## src/design/lad_pkg.sv

```systemverilog
// shared constants, codes and types for the linear array deque
package lad_pkg;

    localparam int DEPTH  = 8;
    localparam int IDX_W  = $clog2(DEPTH);
    localparam int DATA_W = 32;
    localparam int FUNC_W = 3;
    localparam int STAT_W = 2;

    localparam logic [IDX_W-1:0] LAST_IDX = IDX_W'(DEPTH - 1);

    localparam logic [FUNC_W-1:0] FUNC_PUSH_FRONT = 3'd0;
    localparam logic [FUNC_W-1:0] FUNC_PUSH_BACK  = 3'd1;
    localparam logic [FUNC_W-1:0] FUNC_POP_FRONT  = 3'd2;
    localparam logic [FUNC_W-1:0] FUNC_POP_BACK   = 3'd3;
    localparam logic [FUNC_W-1:0] FUNC_DUMP       = 3'd4;

    localparam logic [STAT_W-1:0] STATUS_OK     = 2'd0;
    localparam logic [STAT_W-1:0] STATUS_NOROOM = 2'd1;
    localparam logic [STAT_W-1:0] STATUS_EMPTY  = 2'd2;

    typedef struct packed {
        logic [STAT_W-1:0]        status;
        logic signed [DATA_W-1:0] item_out;
        logic                     last_item;
    } t_result;

endpackage

```

## src/design/lad_ram.sv

```systemverilog
// single port write, single port read memory with registered read data
module lad_ram #(
    parameter int DATA_W = 32,
    parameter int DEPTH  = 8,
    parameter int ADDR_W = $clog2(DEPTH)
) (
    input  logic              i_clk,
    input  logic              i_wr_en,
    input  logic [ADDR_W-1:0] i_wr_addr,
    input  logic [DATA_W-1:0] i_wr_data,
    input  logic              i_rd_en,
    input  logic [ADDR_W-1:0] i_rd_addr,
    output logic [DATA_W-1:0] o_rd_data
);

    logic [DATA_W-1:0] mem [DEPTH];
    logic [DATA_W-1:0] r_rd_data;

    always_ff @(posedge i_clk) begin
        if (i_wr_en) begin
            mem[i_wr_addr] <= i_wr_data;
        end
    end

    always_ff @(posedge i_clk) begin
        if (i_rd_en) begin
            r_rd_data <= mem[i_rd_addr];
        end
    end

    assign o_rd_data = r_rd_data;

endmodule

```

## src/design/lad_ctrl.sv

```systemverilog
// deque sequencer: front and rear indices, memory access and result generation
module lad_ctrl (
    input  logic                             i_clk,
    input  logic                             i_rst_n,
    input  logic                             i_valid,
    output logic                             o_ready,
    input  logic [lad_pkg::FUNC_W-1:0]       i_func,
    input  logic signed [lad_pkg::DATA_W-1:0] i_data,
    output logic                             o_res_valid,
    input  logic                             i_res_ready,
    output lad_pkg::t_result                 o_res,
    output logic                             o_wr_en,
    output logic [lad_pkg::IDX_W-1:0]        o_wr_addr,
    output logic [lad_pkg::DATA_W-1:0]       o_wr_data,
    output logic                             o_rd_en,
    output logic [lad_pkg::IDX_W-1:0]        o_rd_addr,
    input  logic [lad_pkg::DATA_W-1:0]       i_rd_data
);

    typedef enum logic [1:0] {
        S_IDLE,
        S_POP,
        S_DUMP
    } t_state;

    t_state                     r_state, n_state;
    logic [lad_pkg::IDX_W-1:0]  r_head, n_head;
    logic [lad_pkg::IDX_W-1:0]  r_tail, n_tail;
    logic [lad_pkg::IDX_W-1:0]  r_ptr, n_ptr;
    logic                       r_empty, n_empty;
    logic                       w_acc;
    logic                       w_dump_last;

    assign o_ready     = (r_state == S_IDLE) && i_res_ready;
    assign w_acc       = i_valid && o_ready;
    assign w_dump_last = (r_ptr == r_tail);
    assign o_wr_data   = i_data;

    // one word at a time, so a read never meets a write to the same slot in one cycle
    always_comb begin
        n_state     = r_state;
        n_head      = r_head;
        n_tail      = r_tail;
        n_ptr       = r_ptr;
        n_empty     = r_empty;
        o_res_valid = 1'b0;
        o_res       = '{status: lad_pkg::STATUS_OK, item_out: '0, last_item: 1'b1};
        o_wr_en     = 1'b0;
        o_wr_addr   = '0;
        o_rd_en     = 1'b0;
        o_rd_addr   = r_ptr;
        unique case (r_state)
            S_IDLE: begin
                if (w_acc) begin
                    unique case (i_func)
                        lad_pkg::FUNC_PUSH_FRONT, lad_pkg::FUNC_PUSH_BACK: begin
                            o_res_valid = 1'b1;
                            if (r_empty) begin
                                n_head    = '0;
                                n_tail    = '0;
                                n_empty   = 1'b0;
                                o_wr_en   = 1'b1;
                                o_wr_addr = '0;
                            end else if (i_func == lad_pkg::FUNC_PUSH_FRONT) begin
                                if (r_head == '0) begin
                                    o_res.status = lad_pkg::STATUS_NOROOM;
                                end else begin
                                    n_head    = r_head - lad_pkg::IDX_W'(1);
                                    o_wr_en   = 1'b1;
                                    o_wr_addr = r_head - lad_pkg::IDX_W'(1);
                                end
                            end else begin
                                if (r_tail == lad_pkg::LAST_IDX) begin
                                    o_res.status = lad_pkg::STATUS_NOROOM;
                                end else begin
                                    n_tail    = r_tail + lad_pkg::IDX_W'(1);
                                    o_wr_en   = 1'b1;
                                    o_wr_addr = r_tail + lad_pkg::IDX_W'(1);
                                end
                            end
                        end
                        lad_pkg::FUNC_POP_FRONT, lad_pkg::FUNC_POP_BACK: begin
                            if (r_empty) begin
                                o_res_valid  = 1'b1;
                                o_res.status = lad_pkg::STATUS_EMPTY;
                            end else begin
                                o_rd_en   = 1'b1;
                                o_rd_addr = (i_func == lad_pkg::FUNC_POP_FRONT) ? r_head
                                                                                : r_tail;
                                n_state   = S_POP;
                                if (r_head == r_tail) begin
                                    n_empty = 1'b1;
                                    n_head  = '0;
                                    n_tail  = '0;
                                end else if (i_func == lad_pkg::FUNC_POP_FRONT) begin
                                    n_head = r_head + lad_pkg::IDX_W'(1);
                                end else begin
                                    n_tail = r_tail - lad_pkg::IDX_W'(1);
                                end
                            end
                        end
                        lad_pkg::FUNC_DUMP: begin
                            if (r_empty) begin
                                o_res_valid  = 1'b1;
                                o_res.status = lad_pkg::STATUS_EMPTY;
                            end else begin
                                o_rd_en   = 1'b1;
                                o_rd_addr = r_head;
                                n_ptr     = r_head;
                                n_state   = S_DUMP;
                            end
                        end
                        default: begin
                        end
                    endcase
                end
            end
            S_POP: begin
                o_res_valid    = 1'b1;
                o_res.item_out = i_rd_data;
                if (i_res_ready) begin
                    n_state = S_IDLE;
                end
            end
            S_DUMP: begin
                o_res_valid     = 1'b1;
                o_res.item_out  = i_rd_data;
                o_res.last_item = w_dump_last;
                if (i_res_ready) begin
                    if (w_dump_last) begin
                        n_state = S_IDLE;
                    end else begin
                        // fetch the next word while this one is taken
                        o_rd_en   = 1'b1;
                        o_rd_addr = r_ptr + lad_pkg::IDX_W'(1);
                        n_ptr     = r_ptr + lad_pkg::IDX_W'(1);
                    end
                end
            end
            default: begin
                n_state = S_IDLE;
            end
        endcase
    end

    always_ff @(posedge i_clk) begin
        if (!i_rst_n) begin
            r_state <= S_IDLE;
            r_head  <= '0;
            r_tail  <= '0;
            r_ptr   <= '0;
            r_empty <= 1'b1;
        end else begin
            r_state <= n_state;
            r_head  <= n_head;
            r_tail  <= n_tail;
            r_ptr   <= n_ptr;
            r_empty <= n_empty;
        end
    end

`ifndef SYNTHESIS
    a_index_order: assert property (@(posedge i_clk) disable iff (!i_rst_n)
        r_head <= r_tail)
        else $error("front index passed rear index");

    a_empty_indices: assert property (@(posedge i_clk) disable iff (!i_rst_n)
        r_empty |-> (r_head == '0 && r_tail == '0))
        else $error("empty deque with indices away from slot zero");

    a_dump_window: assert property (@(posedge i_clk) disable iff (!i_rst_n)
        (r_state == S_DUMP) |-> (r_ptr >= r_head && r_ptr <= r_tail))
        else $error("dump pointer outside held words");

    a_pop_result: assert property (@(posedge i_clk) disable iff (!i_rst_n)
        (w_acc && !r_empty && (i_func == lad_pkg::FUNC_POP_FRONT ||
                               i_func == lad_pkg::FUNC_POP_BACK))
        |=> (o_res_valid && r_state == S_POP))
        else $error("pop of a held word gave no result");
`endif

endmodule

```

## src/design/linear_array_deque.sv

```systemverilog
// top level of the linear array deque: sequencer, slot memory and output register
//
// usage
//   input channel: i_valid / o_ready carry i_func and i_data; a word is taken at a
//   clock edge where both are high. func codes: push front, push back, pop front,
//   pop back, dump all (codes five to seven are taken and give no result).
//   output channel: o_valid / i_ready carry o_status, o_item_out and o_last_item;
//   every input but codes five to seven gives one result, a dump one per held word with
//   o_last_item marking the rear word.
//   a push or refused op has its result written to the output register at the
//   acceptance edge; a pop result first passes the slot memory read register.
//   throughput: one op at a time, input waits while a pop or dump is active;
//   dump results stream one per cycle after the first memory read, as long
//   as the output register takes them. the output register can take a new
//   result in the cycle its last one drains; if the receiver stalls, the
//   register holds and the sequencer, and then o_ready, wait.
//   reset (synchronous, active low) empties the deque and clears o_valid;
//   slot contents are not cleared, only written slots are ever read.
module linear_array_deque (
    input  logic                              i_clk,
    input  logic                              i_rst_n,
    input  logic                              i_valid,
    output logic                              o_ready,
    input  logic [lad_pkg::FUNC_W-1:0]        i_func,
    input  logic signed [lad_pkg::DATA_W-1:0] i_data,
    output logic                              o_valid,
    input  logic                              i_ready,
    output logic [lad_pkg::STAT_W-1:0]        o_status,
    output logic signed [lad_pkg::DATA_W-1:0] o_item_out,
    output logic                              o_last_item
);

    logic                        w_res_valid;
    logic                        w_res_ready;
    lad_pkg::t_result            w_res;
    logic                        w_wr_en;
    logic [lad_pkg::IDX_W-1:0]   w_wr_addr;
    logic [lad_pkg::DATA_W-1:0]  w_wr_data;
    logic                        w_rd_en;
    logic [lad_pkg::IDX_W-1:0]   w_rd_addr;
    logic [lad_pkg::DATA_W-1:0]  w_rd_data;
    logic                        r_out_valid;
    lad_pkg::t_result            r_out;

    lad_ctrl u_ctrl (
        .i_clk       (i_clk),
        .i_rst_n     (i_rst_n),
        .i_valid     (i_valid),
        .o_ready     (o_ready),
        .i_func      (i_func),
        .i_data      (i_data),
        .o_res_valid (w_res_valid),
        .i_res_ready (w_res_ready),
        .o_res       (w_res),
        .o_wr_en     (w_wr_en),
        .o_wr_addr   (w_wr_addr),
        .o_wr_data   (w_wr_data),
        .o_rd_en     (w_rd_en),
        .o_rd_addr   (w_rd_addr),
        .i_rd_data   (w_rd_data)
    );

    lad_ram #(
        .DATA_W (lad_pkg::DATA_W),
        .DEPTH  (lad_pkg::DEPTH),
        .ADDR_W (lad_pkg::IDX_W)
    ) u_ram (
        .i_clk     (i_clk),
        .i_wr_en   (w_wr_en),
        .i_wr_addr (w_wr_addr),
        .i_wr_data (w_wr_data),
        .i_rd_en   (w_rd_en),
        .i_rd_addr (w_rd_addr),
        .o_rd_data (w_rd_data)
    );

    // register is free when empty or being drained this cycle
    assign w_res_ready = !r_out_valid || i_ready;

    always_ff @(posedge i_clk) begin
        if (!i_rst_n) begin
            r_out_valid <= 1'b0;
        end else if (w_res_ready) begin
            r_out_valid <= w_res_valid;
        end
    end

    always_ff @(posedge i_clk) begin
        if (w_res_ready && w_res_valid) begin
            r_out <= w_res;
        end
    end

    assign o_valid     = r_out_valid;
    assign o_status    = r_out.status;
    assign o_item_out  = r_out.item_out;
    assign o_last_item = r_out.last_item;

endmodule
```

## config.mk

```make
export PLATFORM = sky130hd
export DESIGN_NAME = linear_array_deque
export DESIGN_NICKNAME = d
export VERILOG_FILES = /design/src/design/lad_pkg.sv /design/src/design/lad_ram.sv /design/src/design/lad_ctrl.sv /design/src/design/linear_array_deque.sv
export SDC_FILE = /design/constraint.sdc
export NUM_CORES = 1
export LEC_CHECK = 0
export BUFFER_PORTS_ARGS = -buffer_cell sky130_fd_sc_hd__buf_2
export CAP_MARGIN = 20
export CORE_MARGIN = 5
export CORE_UTILIZATION = 65
export CTS_CLUSTER_DIAMETER = 40
export DETAILED_ROUTE_END_ITERATION = 12
export GPL_ROUTABILITY_DRIVEN = 0
export PLACE_DENSITY_LB_ADDON = 0.2
export SYNTH_ARGS = -nofsm -noshare
export SYNTH_HDL_FRONTEND = slang
export SYNTH_SLANG_ARGS = --single-unit
```

## constraint.sdc

```tcl
create_clock -name i_clk -period 9.6 [get_ports i_clk]
set_input_delay 1.92 -clock i_clk [delete_from_list [all_inputs] [get_ports i_clk]]
set_output_delay 1.92 -clock i_clk [all_outputs]
set_load 0.02 [all_outputs]
```

# Word level (Yosys, flattened, before mapping)
# Memories as Yosys holds them, arrays and structs flattened. A register that Yosys moved wholly into a read port is not among the register bits.
# Index checks and enable logic that the tools add are counted.
[word_totals]
register_bits = 48
ramBits = 256
out_inout_bits = 37
elab_cells = 127
memories = 1
[memory_table]
columns = ["memory", "words", "word_bits", "rd", "rd_ports_with_merged_regs", "write_ports", "line", "text"]
rows = [
  ["u_ram.mem", 8, 32, 1, 1, 1, "lad_ram.sv:16", "logic [DATA_W-1:0] mem [DEPTH];"],
]
[op_classes]
add_sub_neg = 5
eq_ne = 24
n_mux = 68
reduce_logical = 20
[op_table]
columns = ["operator", "count"]
rows = [
  ["3-bit two-way mux", 27],
  ["3-bit one-hot mux with 2 select lines", 5],
  ["7-bit AND reduction", 3],
  ["1-bit two-way mux", 20],
  ["2-bit two-way mux", 9],
  ["3-bit != test (second input constant)", 4],
  ["3-bit by 1-bit adder with 3-bit output (second input constant)", 3],
  ["3-bit by 2-bit != test with 1-bit output (second input constant)", 3],
  ["2-bit by 1-bit != test with 1-bit output (second input constant)", 4],
  ["1-bit one-hot mux with 2 select lines", 4],
  ["2-bit one-hot mux with 2 select lines", 2],
  ["3-bit by 2-bit equality test with 1-bit output (second input constant)", 2],
  ["3-bit equality test", 2],
  ["3-bit equality test (second input constant)", 2],
  ["3-bit zero test", 2],
  ["3-bit by 1-bit != test with 1-bit output (second input constant)", 2],
  ["2-bit one-hot mux with 3 select lines", 1],
  ["3-bit AND reduction", 2],
  ["2-bit OR reduction", 3],
  ["3-bit by 1-bit subtractor with 3-bit output (second input constant)", 2],
  ["2-bit != test (second input constant)", 2],
  ["2-bit nonzero test", 2],
  ["3-bit by 1-bit equality test with 1-bit output (second input constant)", 1],
  ["1-bit logical AND", 3],
  ["7 further kinds", 7],
]

# Longest topological paths before layout
[logic_depth]
depth_word = 9
depth_mapped = 12
ltp_nobuf = 9

# Hierarchy
# A second synthesis with hierarchy kept.
[hier_totals]
hier_cells = 703
hier_area_um2 = 13700.6
[modules_own_cells]
columns = ["mod", "instances", "cells_each", "area_per_inst_um2"]
rows = [
  ["lad_ram", 1, 415, 10786.6],
  ["lad_ctrl", 1, 248, 1805.5],
  ["linear_array_deque", 1, 40, 1108.6],
]

# Worst setup path before layout
# OpenSTA, ideal clock, no wires.
[synth_path]
path_kind = "in2reg"
from = "in i_func[0] (netlist bit)"
to = "reg r_out (netlist bit o_item_out[0]) (enable)"
setup_time_ps = 471
t_arrival_ps = 5404
path_slack_ps = 3725
cell_stages = 7
path_buffers = 2
path_cell_list = "buf_6 > or3b_1 > buf_6 > a211oi_2 > and2_1 > nor3_1 > nor3_1"
[synth_between]
elab_chain_len = 6
elab_cells_between_ends = 11
[synth_rtl]
columns = ["element", "line", "text"]
rows = [
  ["start: declaration", "linear_array_deque.sv:24", "input logic [lad_pkg::FUNC_W-1:0] i_func,"],
  ["3-bit by 2-bit equality test with 1-bit output (tied with other cells)", "lad_ctrl.sv:55", "unique case (i_func)"],
  ["3-bit OR reduction (no source line) or 2-bit OR reduction (tied branches)", "--", ""],
  ["1-bit one-hot mux with 2 select lines (*)", "lad_ctrl.sv:55", ""],
  ["1-bit two-way mux (*)", "lad_ctrl.sv:54", "if (w_acc) begin"],
  ["1-bit one-hot mux with 2 select lines (*)", "lad_ctrl.sv:52", "unique case (r_state)"],
  ["1-bit logical AND (*)", "linear_array_deque.sv:89", "if (w_res_ready && w_res_valid) begin"],
  ["end signal: assignment", "linear_array_deque.sv:90", "r_out <= w_res;"],
  ["end: declaration", "linear_array_deque.sv:43", "lad_pkg::t_result r_out;"],
]
# Mark *: on every way between the ends. The rest lies on a longest branch, timed or not.
# A chain may end at the register's enable or synchronous reset.

# Final worst setup path
[layout_path]
from = "in i_ready"
to = "reg u_ram.r_rd_data[10], in the netlist u_ram.o_rd_data[10] (read register of u_ram.mem) (data pin)"
[layout_between]
elab_chain_len = 5
elab_cells_between_ends = 9
[layout_rtl]
columns = ["element", "line", "text"]
rows = [
  ["start: declaration", "linear_array_deque.sv:27", "input logic i_ready,"],
  ["1-bit logical OR (*)", "linear_array_deque.sv:78", "assign w_res_ready = !r_out_valid || i_ready;"],
  ["1-bit logical AND", "lad_ctrl.sv:34", "assign o_ready = (r_state == S_IDLE) && i_res_ready;"],
  ["1-bit logical AND", "lad_ctrl.sv:35", "assign w_acc = i_valid && o_ready;"],
  ["3-bit two-way mux or 1-bit two-way mux (tied branches)", "lad_ctrl.sv:54", ""],
  ["3-bit one-hot mux with 2 select lines or 1-bit one-hot mux with 2 select lines (tied branches)", "lad_ctrl.sv:52", ""],
  ["end: declaration", "lad_ram.sv:17", "logic [DATA_W-1:0] r_rd_data;"],
]
# Marks and branches as above.

==> flow_metrics.tcl <==
set metrics [dict create \
    min_period_over_period_pct 54.53 \
    post_synth_main_area_contributors "sky130_fd_sc_hd__edfxtp_1, sky130_fd_sc_hd__mux2i_1, sky130_fd_sc_hd__mux2_2" \
    cts.root.buffer_cell "sky130_fd_sc_hd__clkbuf_16" \
    final.setup.worst_slack_ps 4365 \
    synth_top_area_share_pct 69.17 \
    cp-end-kind "flop" \
    drt_iter0_drc 416 \
    coreArea_mm2 0.02115 \
    drv_cap 0 \
    fp-row-count 53 \
    timing.critical_path.cells "buf_2 -> nor2b_1 -> a211oi_2 -> a21o_1 -> a2111oi_4 -> buf_4 -> buf_4 -> mux2i_1 -> mux2i_1 -> mux2_2" \
    critical_path.max_stage_delay_ps 750 \
    total_power_mw 3.400 \
    vias 7192 \
    design_area_mm2 0.01581 \
    power-per-cell-area_mw_per_mm2 215.0 \
    maxSlewHeadroom_pct 30.73 \
    synthesis.yosys.warnings 0 \
    drive_above_1_share_pct 21.47 \
    timing.reg2reg.setup_slack_ps 5510 \
    yosysUniqueCellTypes 49 \
    die_area_mm2 0.02461 \
    route.antenna.remaining_nets 0 \
    wl_per_cell_um 21.54 \
    report.final.hold_viol_count 0 \
    synth_cells 817 \
    grt_pass1_wl_um 40340 \
    htreeDepth 2 \
    fin_setup_tns_ps 0 \
    status "finished, final reports clean" \
    ctsHoldBuffers 0 \
    postSynth.asyncResetShare_pct 0 \
    grt_setup_unrepaired "no" \
    post_cts_setup_repair_buffer_count 0 \
    regToRegEndpoint "u_ram.o_rd_data[10]" \
    logic_depth_of_the_worst_path_buffers_included 10 \
    vias_per_cell 5.934 \
    setup_viol 0 \
    launching_instance_or_port_of_the_critical_path "i_ready" \
    global_route.usage.met1_pct 28.06 \
    synth_seq_cells 336 \
    timing_max_transition_violations_final 0 \
    gr-usage-all-layers_pct 21.66 \
    highest_attainable_clock_frequency_mhz 191.0 \
    tritoncts_num_sinks 336 \
    layout-area-overhead-vs-synth_pct 12.78 \
    fraction_of_the_yosys_area_taken_by_sequential_cells_pct 71.03 \
    number_of_buffer_cells_added_on_primary_ports 75 \
    fp.dieH_um 156.9 \
    finalCriticalPeriod_ps 5235 \
    first_global_vias 7328 \
    syn-cell-area_mm2 0.01402 \
    critPathTopFamily "buffers and inverters" \
    nNetsFinal 960 \
    postSynthNetCount 868 \
    postSynthAreaPerCell_um2 17.16 \
    grt_use_met2_pct 37.24 \
    overflow 0 \
    worst_pin_slew_ps 1039 \
    timing.reg2reg.worst_path_depth 9 \
    pin_count_of_the_biggest_net_entering_global_routing 50 \
    post-dp-hpwl_um 14290 \
    wl_um 26110 \
    highest_net_fanout_along_the_worst_path 49 \
    initial_util_pct 66.29 \
    r2r_start "o_valid" \
    cellLeakagePower_nw 6.567 \
    postSynth.topFlopCell "sky130_fd_sc_hd__edfxtp_1" \
    crit_path_top_delay_cell "sky130_fd_sc_hd__nor2b_1" \
    fin_worst_hold_slack_ps 516.6 \
    yosys.cell_count.top_type "sky130_fd_sc_hd__edfxtp_1" \
    dpl-instance-area_mm2 0.01457 \
    critical_path_buffers_and_inverters 3 \
    dieWidth_um 156.9 \
    post-route-drc-count 0 \
    timing.critical_path.from_type "input port" \
    clock_latency_ps 520 \
    preCtsSetupSlack_ps 3869 \
    drt_pre_antenna_iters 5 \
    number_of_antenna_violations_at_the_first_check_in_global_routing 2 \
    holdCritPathClass "flop to flop" \
    floorplan.io_pins 76 \
    worst_clock_skew_ps 11.94 \
    max-vdd-ir-drop_mv 0.2298 \
    ctsResizeCount 0 \
    worst_endpoint_required_time_ps 9860 \
    setup.worst_path.class "input port to flop" \
    cp-endpoint "u_ram.o_rd_data[10]" \
    synth_enable_flop_cells 323 \
    path_clk_slew_ps 60 \
    gr-usage-met3_pct 3.650 \
    clock_tree_buffer_depth 3 \
    num_cts_buffers 39 \
    grt-busiest-layer "met2" \
    tritoncts "yes" \
    synth_area_leader_cell "sky130_fd_sc_hd__edfxtp_1" \
    synth_common_cells "sky130_fd_sc_hd__edfxtp_1, sky130_fd_sc_hd__mux2i_1, sky130_fd_sc_hd__and2_1" \
    arrival_ps 5500 \
]
[layout by cell type, fill, tap and decap left out, types with 4 or more instances in the layout]
cell                        Yosys  routed
sky130_fd_sc_hd__edfxtp_1     323     323
sky130_fd_sc_hd__inv_1         15      15
sky130_fd_sc_hd__o21a_1         4       4
sky130_fd_sc_hd__xor2_1         6       6
sky130_fd_sc_hd__ha_1          12      12
sky130_fd_sc_hd__clkinv_2       0       4
sky130_fd_sc_hd__nand2_1       15      15
sky130_fd_sc_hd__dfxtp_1       13      13
sky130_fd_sc_hd__buf_2          3      76
sky130_fd_sc_hd__o211ai_1       4       4
sky130_fd_sc_hd__nor3_1        11      10
sky130_fd_sc_hd__mux2_2        34      34
sky130_fd_sc_hd__clkbuf_16      0      41
sky130_fd_sc_hd__clkbuf_1      14       5
sky130_fd_sc_hd__nor2_4         0       8
sky130_fd_sc_hd__mux2i_1      198     198
sky130_fd_sc_hd__and2_1        35      35
sky130_fd_sc_hd__clkinv_1       0       5
sky130_fd_sc_hd__nor2_1        28      20
sky130_fd_sc_hd__buf_4          5      16
sky130_fd_sc_hd__inv_6          0       4
sky130_fd_sc_hd__o21ai_0       16      16
sky130_fd_sc_hd__nand2b_1       6       6
sky130_fd_sc_hd__nor2b_1        5       5
sky130_fd_sc_hd__a21oi_1       12      12
[worst min path at each step]
stage	startpoint	end	cells after the start
floorplan	u_ctrl.r_state[1]	u_ctrl.r_state[1]	2
global route	u_ctrl.r_state[1]	u_ctrl.r_state[1]	2
finish	u_ctrl.r_state[1]	u_ctrl.r_state[1]	2
CTS	u_ram.o_rd_data[18]	o_item_out[18]	1
global placement	u_ctrl.r_state[1]	u_ctrl.r_state[1]	2
detailed placement	u_ram.o_rd_data[18]	o_item_out[18]	1
[through the flow]
step           utilization (%)  std cells
2_1_floorplan                -        817
3_3_place_gp             68.87       1142
3_5_place_dp             68.87       1142
4_1_cts                  74.72       1210
5_1_grt                  74.74       1211
6_report                 74.76       1212
[flip-flops by register name, indices dropped and copies added (netlist names)]
name / count
u_ctrl.r_tail: 3
o_last_item: 1
u_ctrl.r_ptr: 3
o_valid: 1
u_ram.o_rd_data: 32
u_ram.mem: 256
o_status: 2
u_ctrl.r_state: 2
u_ctrl.r_empty: 1
u_ctrl.r_head: 3
o_item_out: 32
[kinds of logic (layout without fill, tap and decap cells)]
logic type	after synthesis	count (layout)	share of synthesized area, %
flops	336	336	71.03
mux	232	232	16.86
simple gates	116	116	4.372
compound gates	59	59	3.177
buf+inv	56	175	3.114
fa+ha+maj	12	12	1.071
xor+xnor	6	6	0.3748
other cells	0	1	0
[report_power, final]
group / switching, mW / total [mW] / internal, mW
Clock: 0.560 / 1.40 / 0.839
Sequential: 0.0156 / 1.68 / 1.67
Combinational: 0.202 / 0.317 / 0.115
Total: 0.778 / 3.40 / 2.62
[worst min-delay path, stage by stage (launching register included)]
cell and delay (ps):
sky130_fd_sc_hd__dfxtp_1 340, sky130_fd_sc_hd__nand2_1 60, sky130_fd_sc_hd__a21boi_0 70
[cell type report]
cell class	count	area, um2
clock buffer	46	1045
fill	1262	5340
tap	275	344.1
timing repair buffer	92	500.5
inverter	15	56.30
multi-input combinational	425	3712
clock inverter	22	193.9
sequential	336	9960
antenna	1	2.502
[metal layers]
metal  wire (um)  share of wire (%)
met3        1325                5.1
met5          14              0.054
met2       13330                 51
met1       10690                 41
met4         745                2.9
No activity file was read; power rests on OpenSTA's default activity.
